**src/lsb_stego_extractor_unit_macros.svh**
```systemverilog
// assertion macros for the lsb stego extractor
// expects signals named clk and rst_n in the scope of each use
`ifndef LSB_STEGO_EXTRACTOR_UNIT_MACROS_SVH
`define LSB_STEGO_EXTRACTOR_UNIT_MACROS_SVH

// same-cycle implication, checked out of reset
`define LSBSE_ASSERT_IMP(label, ante, cons) \
    label: assert property (@(posedge clk) disable iff (!rst_n) (ante) |-> (cons)) \
        else $error("lsbse assertion failed");

// next-cycle implication, checked out of reset
`define LSBSE_ASSERT_NEXT(label, ante, cons) \
    label: assert property (@(posedge clk) disable iff (!rst_n) (ante) |=> (cons)) \
        else $error("lsbse assertion failed");

`endif

```
**src/lsbse_pkg.sv**
```systemverilog
// shared types, codes and helpers for the lsb stego extractor
// no dependencies
package lsbse_pkg;

    localparam int CARRIER_W   = 8;
    localparam int NBITS_W     = 3;
    localparam int ACC_W       = 11;
    localparam int CNT_W       = 4;
    localparam int IDX_W       = 3;
    localparam int LEN_W       = 32;
    localparam int KIND_W      = 2;
    localparam int CFG_INDEX_W = 1;
    localparam int CFG_DATA_W  = 8;

    localparam logic [IDX_W-1:0]   HEADER_BYTES         = 3'd5;
    localparam logic [NBITS_W-1:0] HEADER_BITS_PER_BYTE = 3'd2;
    localparam logic [NBITS_W-1:0] PAYLOAD_BITS_MIN     = 3'd1;
    localparam logic [NBITS_W-1:0] PAYLOAD_BITS_MAX     = 3'd4;

    // configuration register indexes and reset values
    localparam logic [CFG_INDEX_W-1:0] REG_PAYLOAD_BITS = 1'b0;
    localparam logic [CFG_INDEX_W-1:0] REG_MAGIC        = 1'b1;
    localparam logic [NBITS_W-1:0]     PAYLOAD_BITS_RST = 3'd3;
    localparam logic [7:0]             MAGIC_RST        = 8'd238;

    // result kinds
    localparam logic [KIND_W-1:0] KIND_MESSAGE   = 2'd0;
    localparam logic [KIND_W-1:0] KIND_EMPTY     = 2'd1;
    localparam logic [KIND_W-1:0] KIND_BAD_MAGIC = 2'd2;

    typedef enum logic [1:0] {
        PH_HEADER,
        PH_PAYLOAD,
        PH_DONE
    } phase_t;

    // classified carrier request between front and back
    typedef struct packed {
        logic [CARRIER_W-1:0] carrier_byte;
        logic                 frame_start;
        logic [NBITS_W-1:0]   payload_bits;
    } carrier_item_t;

    typedef struct packed {
        logic [7:0]        message_byte;
        logic [KIND_W-1:0] result_kind;
        logic              last_byte;
    } result_t;

    // mask of the low n bits, n from 0 to 4
    function automatic logic [7:0] low_mask(input logic [NBITS_W-1:0] n);
        logic [7:0] m;
        case (n)
            3'd0:    m = 8'h00;
            3'd1:    m = 8'h01;
            3'd2:    m = 8'h03;
            3'd3:    m = 8'h07;
            3'd4:    m = 8'h0f;
            default: m = 8'h0f;
        endcase
        return m;
    endfunction

endpackage

```
**src/lsbse_fifo.sv**
```systemverilog
// small register queue with first-word-fall-through read
// depends on nothing; DEPTH must be at least 2
module lsbse_fifo #(
    parameter int WIDTH = 8,
    parameter int DEPTH = 2
) (
    input  logic             clk,
    input  logic             rst_n,
    input  logic             wr_en,
    input  logic [WIDTH-1:0] wr_data,
    output logic             full,
    input  logic             rd_en,
    output logic [WIDTH-1:0] rd_data,
    output logic             empty
);
    localparam int PTR_W = $clog2(DEPTH);
    localparam int CNT_W = $clog2(DEPTH + 1);

    logic [WIDTH-1:0] mem_reg [DEPTH];
    logic [PTR_W-1:0] wr_ptr_reg, wr_ptr_next;
    logic [PTR_W-1:0] rd_ptr_reg, rd_ptr_next;
    logic [CNT_W-1:0] count_reg, count_next;
    logic             do_wr, do_rd;

    assign full    = (count_reg == CNT_W'(DEPTH));
    assign empty   = (count_reg == '0);
    assign do_wr   = wr_en && !full;
    assign do_rd   = rd_en && !empty;
    assign rd_data = mem_reg[rd_ptr_reg];

    // pointer and count update
    always_comb
    begin
        wr_ptr_next = wr_ptr_reg;
        rd_ptr_next = rd_ptr_reg;
        count_next  = count_reg;
        if (do_wr)
        begin
            wr_ptr_next = (wr_ptr_reg == PTR_W'(DEPTH - 1)) ? '0 : wr_ptr_reg + 1'b1;
        end
        if (do_rd)
        begin
            rd_ptr_next = (rd_ptr_reg == PTR_W'(DEPTH - 1)) ? '0 : rd_ptr_reg + 1'b1;
        end
        if (do_wr && !do_rd)
        begin
            count_next = count_reg + 1'b1;
        end
        else if (do_rd && !do_wr)
        begin
            count_next = count_reg - 1'b1;
        end
    end

    always_ff @(posedge clk or negedge rst_n)
    begin
        if (!rst_n)
        begin
            wr_ptr_reg <= '0;
            rd_ptr_reg <= '0;
            count_reg  <= '0;
        end
        else
        begin
            wr_ptr_reg <= wr_ptr_next;
            rd_ptr_reg <= rd_ptr_next;
            count_reg  <= count_next;
        end
    end

    // storage, no reset
    always_ff @(posedge clk)
    begin
        if (do_wr)
        begin
            mem_reg[wr_ptr_reg] <= wr_data;
        end
    end

endmodule

```
**src/lsbse_front.sv**
```systemverilog
// front stage: takes carrier requests, clamps the payload width, registers them
// depends on lsbse_pkg
module lsbse_front (
    input  logic                            clk,
    input  logic                            rst_n,
    input  logic                            push,
    output logic                            full,
    input  logic [lsbse_pkg::CARRIER_W-1:0] carrier_byte,
    input  logic                            frame_start,
    input  logic [lsbse_pkg::NBITS_W-1:0]   payload_bits_cfg,
    output logic                            item_valid,
    output lsbse_pkg::carrier_item_t        item,
    input  logic                            queue_full
);
    import lsbse_pkg::*;

    logic                 valid_reg, valid_next;
    carrier_item_t        item_reg, item_next;
    logic                 accept;
    logic [NBITS_W-1:0]   nbits_clamped;

    assign full       = valid_reg && queue_full;
    assign accept     = push && !full;
    assign item_valid = valid_reg;
    assign item       = item_reg;

    // clamp payload width to the legal range
    always_comb
    begin
        if (payload_bits_cfg < PAYLOAD_BITS_MIN)
        begin
            nbits_clamped = PAYLOAD_BITS_MIN;
        end
        else if (payload_bits_cfg > PAYLOAD_BITS_MAX)
        begin
            nbits_clamped = PAYLOAD_BITS_MAX;
        end
        else
        begin
            nbits_clamped = payload_bits_cfg;
        end
    end

    // stage hold or load
    always_comb
    begin
        valid_next = valid_reg && queue_full;
        item_next  = item_reg;
        if (accept)
        begin
            valid_next             = 1'b1;
            item_next.carrier_byte = carrier_byte;
            item_next.frame_start  = frame_start;
            item_next.payload_bits = nbits_clamped;
        end
    end

    always_ff @(posedge clk or negedge rst_n)
    begin
        if (!rst_n)
        begin
            valid_reg <= 1'b0;
        end
        else
        begin
            valid_reg <= valid_next;
        end
    end

    always_ff @(posedge clk)
    begin
        item_reg <= item_next;
    end

endmodule

```
**src/lsbse_back.sv**
```systemverilog
// back stage: header and payload bit extraction, one carrier request per cycle while the result queue has room
// depends on lsbse_pkg
module lsbse_back (
    input  logic                     clk,
    input  logic                     rst_n,
    input  logic                     in_valid,
    input  lsbse_pkg::carrier_item_t in_item,
    output logic                     in_pop,
    input  logic                     out_full,
    output logic                     res_push,
    output lsbse_pkg::result_t       res,
    input  logic [7:0]               magic_value
);
    import lsbse_pkg::*;

    phase_t             phase_reg, phase_next;
    logic [ACC_W-1:0]   acc_reg, acc_next;
    logic [CNT_W-1:0]   cnt_reg, cnt_next;
    logic [IDX_W-1:0]   idx_reg, idx_next;
    logic [LEN_W-1:0]   len_reg, len_next;
    logic               mok_reg, mok_next;
    logic [LEN_W-1:0]   remain_reg, remain_next;

    logic               take;
    phase_t             ph_cur;
    logic [ACC_W-1:0]   acc_cur;
    logic [CNT_W-1:0]   cnt_cur;
    logic [IDX_W-1:0]   idx_cur;
    logic [LEN_W-1:0]   len_cur;
    logic               mok_cur;
    logic [LEN_W-1:0]   remain_cur;
    logic [NBITS_W-1:0] nbits;
    logic [14:0]        acc_wide;
    logic [ACC_W-1:0]   acc_new;
    logic [CNT_W-1:0]   cnt_sum;
    logic [CNT_W-1:0]   cnt_left;
    logic               byte_ready;
    logic [7:0]         byte_val;
    logic [ACC_W-1:0]   acc_left;
    logic [IDX_W-1:0]   idx_inc;
    logic               hdr_done;
    logic [LEN_W-1:0]   len_new;
    logic               mok_new;
    logic [LEN_W-1:0]   remain_dec;

    assign take   = in_valid && !out_full;
    assign in_pop = take;

    // frame start clears decode state before the byte is used
    always_comb
    begin
        if (in_item.frame_start)
        begin
            ph_cur     = PH_HEADER;
            acc_cur    = '0;
            cnt_cur    = '0;
            idx_cur    = '0;
            len_cur    = '0;
            mok_cur    = 1'b0;
            remain_cur = '0;
        end
        else
        begin
            ph_cur     = phase_reg;
            acc_cur    = acc_reg;
            cnt_cur    = cnt_reg;
            idx_cur    = idx_reg;
            len_cur    = len_reg;
            mok_cur    = mok_reg;
            remain_cur = remain_reg;
        end
    end

    // shift in the low bits and cut out a byte when eight are ready
    always_comb
    begin
        nbits      = (ph_cur == PH_HEADER) ? HEADER_BITS_PER_BYTE : in_item.payload_bits;
        acc_wide   = ({4'b0000, acc_cur} << nbits)
                   | 15'(in_item.carrier_byte & low_mask(nbits));
        acc_new    = acc_wide[ACC_W-1:0];
        cnt_sum    = cnt_cur + {1'b0, nbits};
        byte_ready = cnt_sum[3];
        cnt_left   = cnt_sum - 4'd8;
        byte_val   = 8'(acc_new >> cnt_left[1:0]);
        acc_left   = acc_new & 11'(low_mask({1'b0, cnt_left[1:0]}));
        idx_inc    = idx_cur + 1'b1;
        hdr_done   = (idx_inc == HEADER_BYTES);
        len_new    = (idx_cur == '0) ? len_cur : {len_cur[LEN_W-9:0], byte_val};
        mok_new    = (idx_cur == '0) ? (byte_val == magic_value) : mok_cur;
        remain_dec = remain_cur - 1'b1;
    end

    // next state
    always_comb
    begin
        phase_next  = phase_reg;
        acc_next    = acc_reg;
        cnt_next    = cnt_reg;
        idx_next    = idx_reg;
        len_next    = len_reg;
        mok_next    = mok_reg;
        remain_next = remain_reg;
        if (take)
        begin
            phase_next  = ph_cur;
            acc_next    = acc_cur;
            cnt_next    = cnt_cur;
            idx_next    = idx_cur;
            len_next    = len_cur;
            mok_next    = mok_cur;
            remain_next = remain_cur;
            case (ph_cur)
                PH_HEADER:
                begin
                    acc_next = acc_new;
                    cnt_next = cnt_sum;
                    if (byte_ready)
                    begin
                        acc_next = acc_left;
                        cnt_next = cnt_left;
                        idx_next = idx_inc;
                        len_next = len_new;
                        mok_next = mok_new;
                        if (hdr_done)
                        begin
                            acc_next = '0;
                            cnt_next = '0;
                            if (!mok_new || (len_new == '0))
                            begin
                                phase_next = PH_DONE;
                            end
                            else
                            begin
                                phase_next  = PH_PAYLOAD;
                                remain_next = len_new;
                            end
                        end
                    end
                end
                PH_PAYLOAD:
                begin
                    acc_next = acc_new;
                    cnt_next = cnt_sum;
                    if (byte_ready)
                    begin
                        acc_next    = acc_left;
                        cnt_next    = cnt_left;
                        remain_next = remain_dec;
                        if (remain_dec == '0)
                        begin
                            phase_next = PH_DONE;
                            acc_next   = '0;
                            cnt_next   = '0;
                        end
                    end
                end
                PH_DONE:
                begin
                    phase_next = PH_DONE;
                end
                default:
                begin
                    phase_next = PH_HEADER;
                end
            endcase
        end
    end

    // result outputs
    always_comb
    begin
        res_push = 1'b0;
        res      = '0;
        if (take)
        begin
            case (ph_cur)
                PH_HEADER:
                begin
                    if (byte_ready && hdr_done)
                    begin
                        if (!mok_new)
                        begin
                            res_push        = 1'b1;
                            res.result_kind = KIND_BAD_MAGIC;
                            res.last_byte   = 1'b1;
                        end
                        else if (len_new == '0)
                        begin
                            res_push        = 1'b1;
                            res.result_kind = KIND_EMPTY;
                            res.last_byte   = 1'b1;
                        end
                    end
                end
                PH_PAYLOAD:
                begin
                    if (byte_ready)
                    begin
                        res_push         = 1'b1;
                        res.message_byte = byte_val;
                        res.result_kind  = KIND_MESSAGE;
                        res.last_byte    = (remain_dec == '0);
                    end
                end
                default:
                begin
                    res_push = 1'b0;
                end
            endcase
        end
    end

    always_ff @(posedge clk or negedge rst_n)
    begin
        if (!rst_n)
        begin
            phase_reg  <= PH_HEADER;
            acc_reg    <= '0;
            cnt_reg    <= '0;
            idx_reg    <= '0;
            len_reg    <= '0;
            mok_reg    <= 1'b0;
            remain_reg <= '0;
        end
        else
        begin
            phase_reg  <= phase_next;
            acc_reg    <= acc_next;
            cnt_reg    <= cnt_next;
            idx_reg    <= idx_next;
            len_reg    <= len_next;
            mok_reg    <= mok_next;
            remain_reg <= remain_next;
        end
    end

endmodule

```
**src/lsb_stego_extractor_unit.sv**
```systemverilog
// Top level of the lsb stego extractor: config registers, front stage, two queues, back stage.
// Depends on lsbse_pkg, lsbse_front, lsbse_fifo, lsbse_back and the macros header.
//
// Usage:
//   Input channel: drive carrier_byte and frame_start with push; a request is taken at a
//   rising edge with push high and full low. Carrier bytes are R, G, B in raster order;
//   frame_start marks the first byte of an image and restarts the decode.
//   Result channel: while empty is low, message_byte, result_kind and last_byte hold the
//   oldest result; it is taken at a rising edge with pop high. One carrier byte yields
//   zero or one result.
//   Config: cfg_write_en with cfg_index 0 (payload bits per byte) or 1 (magic value),
//   written while no request is in flight.
// Timing:
//   One carrier byte per cycle sustained while full stays low. A result that a byte produces
//   passes the front register, the middle queue and the result queue before it is on the
//   result ports; the back stage takes the byte from the middle queue and writes the result
//   queue. The back stage takes a carrier byte whenever the middle queue holds one and the result queue has room.
// Reset and stall:
//   Reset clears the queues and the decode state and loads payload bits 3 and magic 0xEE.
//   When pop stays low the result queue fills, the back stage stops, the middle queue
//   fills, and full rises; nothing is lost.
`include "lsb_stego_extractor_unit_macros.svh"

module lsb_stego_extractor_unit #(
    parameter int MID_DEPTH = 4,
    parameter int OUT_DEPTH = 2
) (
    input  logic                              clk,
    input  logic                              rst_n,
    input  logic                              push,
    output logic                              full,
    input  logic [lsbse_pkg::CARRIER_W-1:0]   carrier_byte,
    input  logic                              frame_start,
    output logic                              empty,
    input  logic                              pop,
    output logic [7:0]                        message_byte,
    output logic [lsbse_pkg::KIND_W-1:0]      result_kind,
    output logic                              last_byte,
    input  logic                              cfg_write_en,
    input  logic [lsbse_pkg::CFG_INDEX_W-1:0] cfg_index,
    input  logic [lsbse_pkg::CFG_DATA_W-1:0]  cfg_data
);
    import lsbse_pkg::*;

    localparam int ITEM_W = $bits(carrier_item_t);
    localparam int RES_W  = $bits(result_t);

    logic [NBITS_W-1:0] payload_bits_reg;
    logic [7:0]         magic_reg;

    logic               front_valid;
    carrier_item_t      front_item;
    logic               mid_full;
    logic               mid_empty;
    logic               mid_push;
    logic               mid_pop;
    logic [ITEM_W-1:0]  mid_rd_data;
    carrier_item_t      mid_item;
    logic               out_full;
    logic               res_push;
    result_t            res;
    logic [RES_W-1:0]   out_rd_data;
    result_t            out_res;

    // configuration registers
    always_ff @(posedge clk or negedge rst_n)
    begin
        if (!rst_n)
        begin
            payload_bits_reg <= PAYLOAD_BITS_RST;
            magic_reg        <= MAGIC_RST;
        end
        else if (cfg_write_en)
        begin
            case (cfg_index)
                REG_PAYLOAD_BITS: payload_bits_reg <= cfg_data[NBITS_W-1:0];
                REG_MAGIC:        magic_reg        <= cfg_data;
                default:          magic_reg        <= magic_reg;
            endcase
        end
    end

    // front stage
    lsbse_front u_front (
        .clk              (clk),
        .rst_n            (rst_n),
        .push             (push),
        .full             (full),
        .carrier_byte     (carrier_byte),
        .frame_start      (frame_start),
        .payload_bits_cfg (payload_bits_reg),
        .item_valid       (front_valid),
        .item             (front_item),
        .queue_full       (mid_full)
    );

    assign mid_push = front_valid && !mid_full;

    // queue between front and back
    lsbse_fifo #(
        .WIDTH (ITEM_W),
        .DEPTH (MID_DEPTH)
    ) u_mid_fifo (
        .clk     (clk),
        .rst_n   (rst_n),
        .wr_en   (mid_push),
        .wr_data (front_item),
        .full    (mid_full),
        .rd_en   (mid_pop),
        .rd_data (mid_rd_data),
        .empty   (mid_empty)
    );

    assign mid_item = carrier_item_t'(mid_rd_data);

    // back stage
    lsbse_back u_back (
        .clk         (clk),
        .rst_n       (rst_n),
        .in_valid    (!mid_empty),
        .in_item     (mid_item),
        .in_pop      (mid_pop),
        .out_full    (out_full),
        .res_push    (res_push),
        .res         (res),
        .magic_value (magic_reg)
    );

    // result queue
    lsbse_fifo #(
        .WIDTH (RES_W),
        .DEPTH (OUT_DEPTH)
    ) u_out_fifo (
        .clk     (clk),
        .rst_n   (rst_n),
        .wr_en   (res_push),
        .wr_data (res),
        .full    (out_full),
        .rd_en   (pop),
        .rd_data (out_rd_data),
        .empty   (empty)
    );

    assign out_res      = result_t'(out_rd_data);
    assign message_byte = out_res.message_byte;
    assign result_kind  = out_res.result_kind;
    assign last_byte    = out_res.last_byte;

    // checks
    `LSBSE_ASSERT_IMP(a_res_push_room, res_push, !out_full)
    `LSBSE_ASSERT_IMP(a_mid_pop_room, mid_pop, !mid_empty && !out_full)
    `LSBSE_ASSERT_NEXT(a_res_visible, res_push, !empty)
    `LSBSE_ASSERT_IMP(a_kind_legal, !empty, result_kind <= KIND_BAD_MAGIC)

endmodule

```
**config.mk**
```make
export PLATFORM = sky130hd
export DESIGN_NAME = lsb_stego_extractor_unit
export DESIGN_NICKNAME = d
export VERILOG_FILES = /design/src/lsbse_pkg.sv /design/src/lsbse_fifo.sv /design/src/lsbse_front.sv /design/src/lsbse_back.sv /design/src/lsb_stego_extractor_unit.sv
export VERILOG_INCLUDE_DIRS = /design/src /design/src/src
export SDC_FILE = /design/constraint.sdc
export NUM_CORES = 1
export LEC_CHECK = 0
export BUFFER_PORTS_ARGS = -buffer_cell sky130_fd_sc_hd__clkbuf_2
export CORE_UTILIZATION = 35
export CTS_CLUSTER_DIAMETER = 200
export DETAILED_ROUTE_END_ITERATION = 8
export PLACE_DENSITY = 0.52
export RECOVER_POWER = 25
export SLEW_MARGIN = 20
export SYNTH_ARGS = -nofsm -noshare
export SYNTH_HDL_FRONTEND = slang
export SYNTH_SLANG_ARGS = --single-unit
```
**constraint.sdc**
```tcl
create_clock -name clk -period 5.4 [get_ports clk]
set_input_delay 0.54 -clock clk [delete_from_list [all_inputs] [get_ports clk]]
set_output_delay 0.54 -clock clk [all_outputs]
set_load 0.005 [all_outputs]
```
==> results of run 1 <==
-- worst max-delay path, cell delays in order (launching register included) --
cell      delay (ps)
dfrtp_1          550
mux4_2           690
buf_4            220
a221oi_1         510
o221ai_1         310
and3_1           280
mux4_2           600
xor2_1           170
nand3_1          160
o31ai_4          310
buf_4            220
nand2_4          180
a21o_1           300
a221o_1          370
-- how the worst min path moves through the flow --
stage | from | endpoint | slack [ps] | depth (start not counted)
5_1_grt | carrier_byte[2] | u_front.item[6] | 240 | 1
3_3_place_gp | u_back.len_reg[24] | u_back.len_reg[24] | 470 | 2
4_1_cts | rst_n | u_mid_fifo.rd_ptr_reg[1] | 70 | 1
2_1_floorplan | rst_n | magic_reg[0] | 240 | 0
6_report | carrier_byte[1] | u_front.item[5] | 260 | 1
3_5_place_dp | u_back.len_reg[24] | u_back.len_reg[24] | 480 | 2
-- report_power, final --
| group | total (uW) | internal, uW | leakage [uW] | switching (uW) |
|---|---|---|---|---|
| Sequential | 1660 | 1520 | 0.00200 | 141 |
| Clock | 1250 | 625 | 0.000285 | 626 |
| Combinational | 2190 | 735 | 0.00254 | 1450 |
-- area by class of cell --
class | count | area (sq um)
timing repair buffer | 68 | 432
multi-input combinational | 754 | 5150
tap | 378 | 473
sequential | 170 | 4570
clock inverter | 15 | 179
inverter | 24 | 90.1
clock buffer | 17 | 425
fill | 2814 | 16800
-- through the flow --
step           TNS (ps)  hold WS (ps)  instances
2_1_floorplan     -22.8           244       1016
5_1_grt               0           244       1426
6_report              0           256       1426
3_3_place_gp          0           466       1394
3_5_place_dp          0           475       1394
4_1_cts               0          74.4       1426
-- layer usage --
| layer | up-vias | share of wire (%) |
|---|---|---|
| met5 | - | 0 |
| met2 | 313 | 44 |
| met1 | 4109 | 48 |
| li1 | 3901 | - |
| met4 | 0 | 2.6 |
| met3 | 49 | 5.7 |
-- cell usage after synthesis, drive strengths merged (9+ instances only) --
library cell	count
nand2	108
dfrtp	100
nor2	75
edfxtp	62
o21ai	62
a21oi	57
clkbuf	44
a22o	34
mux2	31
nand3	30
nor3	30
mux2i	29
buf	24
inv	24
a21o	21
nor4	16
xor2	16
and2	15
ha	14
o22ai	14
nor2b	13
xnor2	13
a31oi	12
mux4	10
and3	9
-- kinds of logic (layout without fill, tap and decap cells) --
logic type / after synthesis / in the layout / share of synthesized area, %
and+or+nand+nor: 326 / 326 / 15.6
xor gates and xnor gates: 29 / 29 / 2.52
buffers and inverters: 92 / 124 / 3.76
adders and majority gates: 16 / 16 / 2.13
DFF: 170 / 170 / 45.4
muxes: 70 / 70 / 8.57
AOI/OAI and AO/OA: 313 / 313 / 22.1
==> load_flow_metrics.sql, run 1 <==
INSERT INTO impl_metrics (metric_group, metric, value, unit) VALUES
('placement', 'dpl-instance-area', '0.0107', 'sq mm'),
('yosys', 'synthesis.instances', '1016', ''),
('die', 'row_count', '61', ''),
('cts', 'cts_tree', 'yes', ''),
('detailed_routing', 'drt-wirelength-per-cell', '21.1', 'microns'),
('cts', 'cts-buffers-inserted', '17', ''),
('yosys', 'post_synthesis_cell_type_count', '81', ''),
('status', 'run_status', 'finished, violations left', ''),
('flow_run', 'cap_violations', '1', ''),
('detailed_routing', 'drt_drc', '0', ''),
('detailed_routing', 'detail_route.iter0.violations', '808', ''),
('detailed_routing', 'drt.antenna.violating_nets', '0', ''),
('global_route', 'track_usage', '21.4', '%'),
('die', 'num_io_pins', '36', ''),
('finish', 'stdcell_area', '0.0113', 'sq mm'),
('cts', 'clock_sinks', '170', ''),
('die', 'floorplan.initialDensity', '35.9', '%'),
('yosys', 'post_synth_main_area_contributors', 'dfrtp_1, edfxtp_1, nand2_1', ''),
('yosys', 'postSynthRegisterBits', '170', ''),
('global_route', 'number_of_antenna_violations_at_the_first_check_in_global_routing', '0', ''),
('global_route', 'first_global_vias', '7998', ''),
('timing', 'period_share', '92.9', '%'),
('power_and_ir_drop', 'vdd_drop_max', '0.000197', 'V'),
('status', 'violations', 'max-capacitance violations, max-slew violations', ''),
('finish', 'commonest_non_fill_non_tap_cell_in_the_layout', 'nand2_1', ''),
('timing', 'timing.final.setup_violations', '0', ''),
('timing', 'final_max_slew_viol_count', '40', ''),
('yosys', 'synth_largest_area_cell', 'dfrtp_1', ''),
('detailed_routing', 'routed_wirelength', '30100', 'microns'),
('setup_path', 'cp.required', '5720', 'ps'),
('global_route', 'gr-usage-met3', '2.62', '%'),
('finish', 'design.final.nets', '1074', ''),
('power_and_ir_drop', 'p_leak', '0.00483', 'uW'),
('hold_path', 'min_path_type', 'input pin to flip-flop', ''),
('setup_path', 'cp_data_arrival_time', '5340', 'ps'),
('die', 'die_height', '172', 'microns'),
('timing', 'final_hold_viol_count', '0', ''),
('global_route', 'global_route_wire_length_before_repair', '47500', 'microns'),
('timing', 'layout_setup_ws', '382', 'ps'),
('yosys', 'portion_of_synthesized_cell_area_occupied_by_the_leading_cell_type', '24.8', '%'),
('placement', 'place_worst_setup_slack', '237', 'ps'),
('finish', 'highest_count_cells_in_the_layout_ignoring_fill_and_taps', 'nand2_1, dfrtp_1, nor2_1', ''),
('global_route', 'grt_max_degree', '71', ''),
('placement', 'place.detailed.hpwl', '21300', 'microns'),
('yosys', 'synthesis.area_per_instance', '9.93', 'sq um'),
('setup_path', 'crit_path_max_fanout', '21', ''),
('setup_path', 'startpoint_type', 'flip-flop', ''),
('finish', 'final_layout_size_suffix_gt1_share', '16.1', '%'),
('cts', 'post_cts_resize_count', '0', ''),
('power_and_ir_drop', 'powerDensity', '450', 'mW/mm^2'),
('cts', 'cts_setup_buffers', '0', ''),
('cts', 'cts_htree_levels', '4', ''),
('cts', 'cts.hold.buffers_added', '0', ''),
('yosys', 'post_synth_instance_area', '0.0101', 'sq mm'),
('die', 'core_footprint', '0.0281', 'sq mm'),
('finish', 'antennaDiodeCount', '0', ''),
('detailed_routing', 'via_per_inst', '5.87', ''),
('yosys', 'synthArstFlopShare', '63.5', '%'),
('yosys', 'synth_top_flop_cell', 'dfrtp_1', ''),
('die', 'die_width', '172', 'microns'),
('yosys', 'postSynthNetCount', '1055', ''),
('timing', 'slew-limit-headroom', '-50.7', '%'),
('global_route', 'busiest_layer', 'met2', ''),
('finish', 'fin_util', '40.3', '%'),
('yosys', 'synth_edf_count', '62', ''),
('timing', 'layout_min_cycle_time', '5020', 'ps'),
('cts', 'clk-insertion-delay-late', '450', 'ps'),
('placement', 'portBuffers', '31', ''),
('timing', 'worstMarginPinSlew', '2260', 'ps'),
('setup_path', 'worst-r2r-cell-count', '13', ''),
('setup_path', 'critical_path.endpoint_type', 'flip-flop', '');
No activity file was read; power rests on OpenSTA's default activity.
==> run 2: changes to the inputs <==
--- a/config.mk
+++ b/config.mk
@@ -6,11 +6,12 @@
 export SDC_FILE = /design/constraint.sdc
 export NUM_CORES = 1
 export LEC_CHECK = 0
+export ABC_AREA = 1
 export BUFFER_PORTS_ARGS = -buffer_cell sky130_fd_sc_hd__clkbuf_2
-export CORE_UTILIZATION = 35
+export CORE_UTILIZATION = 41
 export CTS_CLUSTER_DIAMETER = 200
 export DETAILED_ROUTE_END_ITERATION = 8
-export PLACE_DENSITY = 0.52
+export PLACE_DENSITY = 0.59
 export RECOVER_POWER = 25
 export SLEW_MARGIN = 20
 export SYNTH_ARGS = -nofsm -noshare
==> run 2 against run 1 <==
The flow still finishes with violations (max-capacitance violations, max-slew violations); flip-flop and latch count unchanged; total power up 60%; routed wire length up 2.6%; clock-buffer cell count unchanged; non-clock buffer count down 17; sequential power up 16%; first-iteration DRC count up 25%; setup slack better by 51 ps; synthesized cell count up 58%; critical endpoint is now u_out_fifo.count_reg[1]; synthesized area up 14%.
==> load_flow_metrics.sql, run 2 <==
INSERT INTO impl_metrics (metric_group, metric, value, unit) VALUES
('setup_path', 'critical-path-slowest-cell', 'dfrtp_1', ''),
('timing', 'slew-limit-headroom', '-121', '%'),
('timing', 'timing.final.setup_violations', '0', ''),
('timing', 'final_hold_viol_count', '0', ''),
('finish', 'highest_count_cells_in_the_layout_ignoring_fill_and_taps', 'nand2_1, inv_1, nor2_1', ''),
('hold_path', 'min_path_type', 'input pin to flip-flop', ''),
('yosys', 'yosys.cell_count.top_type', 'nand2_1', ''),
('cts', 'cts_tree', 'yes', ''),
('placement', 'dpl.cell_count', '1946', ''),
('setup_path', 'critical_path.n_buffers_inverters', '7', ''),
('yosys', 'synth_simple_gate_area_share', '30.0', '%'),
('finish', 'design.final.nets', '1632', ''),
('cts', 'clk-insertion-delay-late', '450', 'ps'),
('finish', 'commonest_non_fill_non_tap_cell_in_the_layout', 'nand2_1', ''),
('power_and_ir_drop', 'p_comb_share', '60.9', '%'),
('setup_path', 'critical_path.endpoint_type', 'flip-flop', ''),
('global_route', 'first_global_vias', '9624', ''),
('setup_path', 'worst-setup-path-type', 'flip-flop to flip-flop', ''),
('finish', 'antennaDiodeCount', '0', ''),
('yosys', 'synth_top_flop_cell', 'dfrtp_1', ''),
('power_and_ir_drop', 'p_leak', '0.00596', 'uW'),
('yosys', 'synth.yosys.warnings', '0', ''),
('power_and_ir_drop', 'power.clock.fraction', '15.5', '%'),
('die', 'row_count', '60', ''),
('timing', 'grt_setup_unrepaired', 'no', ''),
('timing', 'fin_worst_skew', '17.2', 'ps'),
('yosys', 'yosys.area_share.adder', '1.88', '%'),
('timing', 'period_share', '92.0', '%'),
('yosys', 'ys_seq_area_share', '39.9', '%'),
('yosys', 'xor_xnor_share_of_the_synthesized_area', '2.67', '%'),
('yosys', 'synthArstFlopShare', '63.5', '%'),
('die', 'core_footprint', '0.0272', 'sq mm'),
('cts', 'cts.hold.buffers_added', '0', ''),
('power_and_ir_drop', 'netSwitchingPower', '4250', 'uW'),
('power_and_ir_drop', 'powerDensity', '655', 'mW/mm^2'),
('detailed_routing', 'drt.antenna.violating_nets', '0', ''),
('yosys', 'post_synth_instance_area', '0.0115', 'sq mm'),
('finish', 'final_layout_size_suffix_gt1_share', '8.78', '%'),
('global_route', 'global_route_wire_length_before_repair', '51100', 'microns'),
('die', 'full_die_area', '0.0286', 'sq mm'),
('placement', 'globalplace.congestion', '0.905', ''),
('cts', 'cts_htree_levels', '4', ''),
('cts', 'cts_setup_buffers', '0', ''),
('setup_path', 'critical-path-top-delay-family', 'simple AND/OR/NAND/NOR gates', ''),
('timing', 'layout_min_cycle_time', '4970', 'ps'),
('die', 'floorplan.initialDensity', '42.2', '%'),
('yosys', 'synthesis.area_per_instance', '7.16', 'sq um'),
('power_and_ir_drop', 'power', '8160', 'uW'),
('yosys', 'synth_cell_count_leaders', 'nand2_1, inv_1, nor2_1', ''),
('detailed_routing', 'routed_wirelength', '30900', 'microns'),
('detailed_routing', 'detail_route.iter0.violations', '1007', ''),
('status', 'violations', 'max-capacitance violations, max-slew violations', ''),
('setup_path', 'crit_path_frequent_cell', 'nand2_1', ''),
('timing', 'hold_slack', '257', 'ps'),
('setup_path', 'critical_path.max_stage_delay', '770', 'ps'),
('power_and_ir_drop', 'intPower', '3910', 'uW'),
('yosys', 'synth_edf_count', '62', ''),
('yosys', 'portion_of_synthesized_cell_area_occupied_by_the_leading_cell_type', '21.8', '%'),
('detailed_routing', 'dr_total_vias', '10345', ''),
('yosys', 'synthesis.instances', '1602', ''),
('cts', 'post_cts_resize_count', '0', ''),
('detailed_routing', 'via_per_inst', '5.23', ''),
('placement', 'place.detailed.hpwl', '21400', 'microns'),
('finish', 'area_delta_synth_final', '8.76', '%'),
('timing', 'worstMarginPinSlew', '3310', 'ps'),
('setup_path', 'crit_path_max_fanout', '55', ''),
('global_route', 'globalRoute.totalOverflow', '0', ''),
('yosys', 'synth_largest_area_cell', 'dfrtp_1', ''),
('flow_run', 'cap_violations', '1', ''),
('setup_path', 'cp_data_arrival_time', '5290', 'ps'),
('power_and_ir_drop', 'vdd_drop_max', '0.000305', 'V'),
('yosys', 'synth-compound-area-share', '14.1', '%'),
('power_and_ir_drop', 'p_seq_share', '23.5', '%'),
('cts', 'ctsRootBufferMaster', 'clkbuf_16', ''),
('detailed_routing', 'drt_drc', '0', ''),
('placement', 'portBuffers', '31', ''),
('cts', 'path_clk_slew', '80', 'ps'),
('detailed_routing', 'drtPass1Iterations', '5', ''),
('yosys', 'post_synth_main_area_contributors', 'dfrtp_1, edfxtp_1, nand2_1', ''),
('timing', 'max_clock_freq', '0.201', 'GHz'),
('die', 'die_width', '169', 'microns'),
('die', 'num_io_pins', '36', ''),
('yosys', 'post_synthesis_cell_type_count', '54', ''),
('global_route', 'number_of_antenna_violations_at_the_first_check_in_global_routing', '0', ''),
('timing', 'final_max_slew_viol_count', '61', ''),
('die', 'die_height', '169', 'microns'),
('finish', 'post_layout_nonfiller_instances', '1978', ''),
('global_route', 'track_usage', '22.6', '%'),
('detailed_routing', 'drt-wirelength-per-cell', '15.6', 'microns'),
('timing', 'timing.setup.tns', '0', 'ps'),
('cts', 'clock_tree_buf_depth', '2', ''),
('setup_path', 'startpoint_type', 'flip-flop', ''),
('global_route', 'grt_max_degree', '61', ''),
('yosys', 'postSynthRegisterBits', '170', ''),
('yosys', 'postSynthNetCount', '1641', ''),
('yosys', 'muxShareOfSynthArea', '0.196', '%'),
('yosys', 'synth_top_family_by_area', 'simple AND/OR/NAND/NOR gates', ''),
('power_and_ir_drop', 'power.switching_fraction', '52.1', '%'),
('setup_path', 'cp.required', '5730', 'ps'),
('cts', 'clock_sinks', '170', ''),
('status', 'run_status', 'finished, violations left', ''),
('cts', 'cts-buffers-inserted', '17', '');
run 2: worst paths after layout:
check	start	slack, ps	to	cells past startpoint
max in group asynchronous	rst_n	2130	u_back.len_reg[2]	2
worst min-delay path	carrier_byte[1]	260	u_front.item[5]	1
worst max register to register	u_mid_fifo.rd_ptr_reg[0]	430	u_out_fifo.count_reg[1]	28
min in group asynchronous	rst_n	1190	magic_reg[4]	1
worst min register to register	u_back.cnt_reg[3]	490	u_back.cnt_reg[3]	2
worst max-delay path	u_mid_fifo.rd_ptr_reg[0]	430	u_out_fifo.count_reg[1]	28
run 2: metal layers:
layer  share of wire (%)  global-route usage, %  vias up  routed length, microns
li1                    -                      -     5236                       -
met1                  49                   32.5     4813                   15100
met2                  44                   34.7      265                   13700
met3                 5.5                   3.85       31                    1690
met4                 1.5                   6.70        0                     473
met5                   0                      0        -                       0
run 2: cell families (layout without fill, tap and decap cells):
kind of cell / count (synthesis) / count (layout)
AND/OR/NAND/NOR: 783 / 783
buffers and inverters: 309 / 313
AO/OA/AOI/OAI: 287 / 287
flip-flops: 170 / 170
XOR/XNOR: 35 / 35
adder cells (fa/ha/maj): 16 / 16
multiplexers: 2 / 2
run 2: power groups by stage:
stage / logic [uW] / clock network, uW / registers (uW)
3_5_place_dp: 4920 / 0 / 1950
4_1_cts: 4950 / 1300 / 1920
2_1_floorplan: 3860 / 0 / 1860
3_3_place_gp: 4880 / 0 / 1940
6_report: 4970 / 1270 / 1920
5_1_grt: 5680 / 1340 / 1970
run 2: worst reg2reg max path, delay by kind of cell (launching register included):
kind,cells,cell delay [ps]
buffers and inverters,7,1210
adder cells (fa/ha/maj),2,450
XOR/XNOR,1,140
AO/OA/AOI/OAI,3,480
AND/OR/NAND/NOR,15,1810
flip-flops,1,770
run 2: layout make-up:
class | count | area, sq um
Sequential cell | 170 | 4570
Clock inverter | 15 | 194
Inverter | 230 | 868
Tap cell | 372 | 465
Fill cell | 2778 | 14700
Multi-Input combinational cell | 1123 | 5630
Clock buffer | 17 | 425
Timing Repair Buffer | 51 | 315
run 2: metrics by stage:
step                      worst slack (ps)  util [%]  instance area [sq um]
after floorplan                       1070         -                  11500
after CTS                              484      45.9                  12500
after detailed placement               497      43.6                  11900
after global placement                 593      43.6                  11900
final                                  433      45.9                  12500
after global routing                  36.8      45.9                  12500
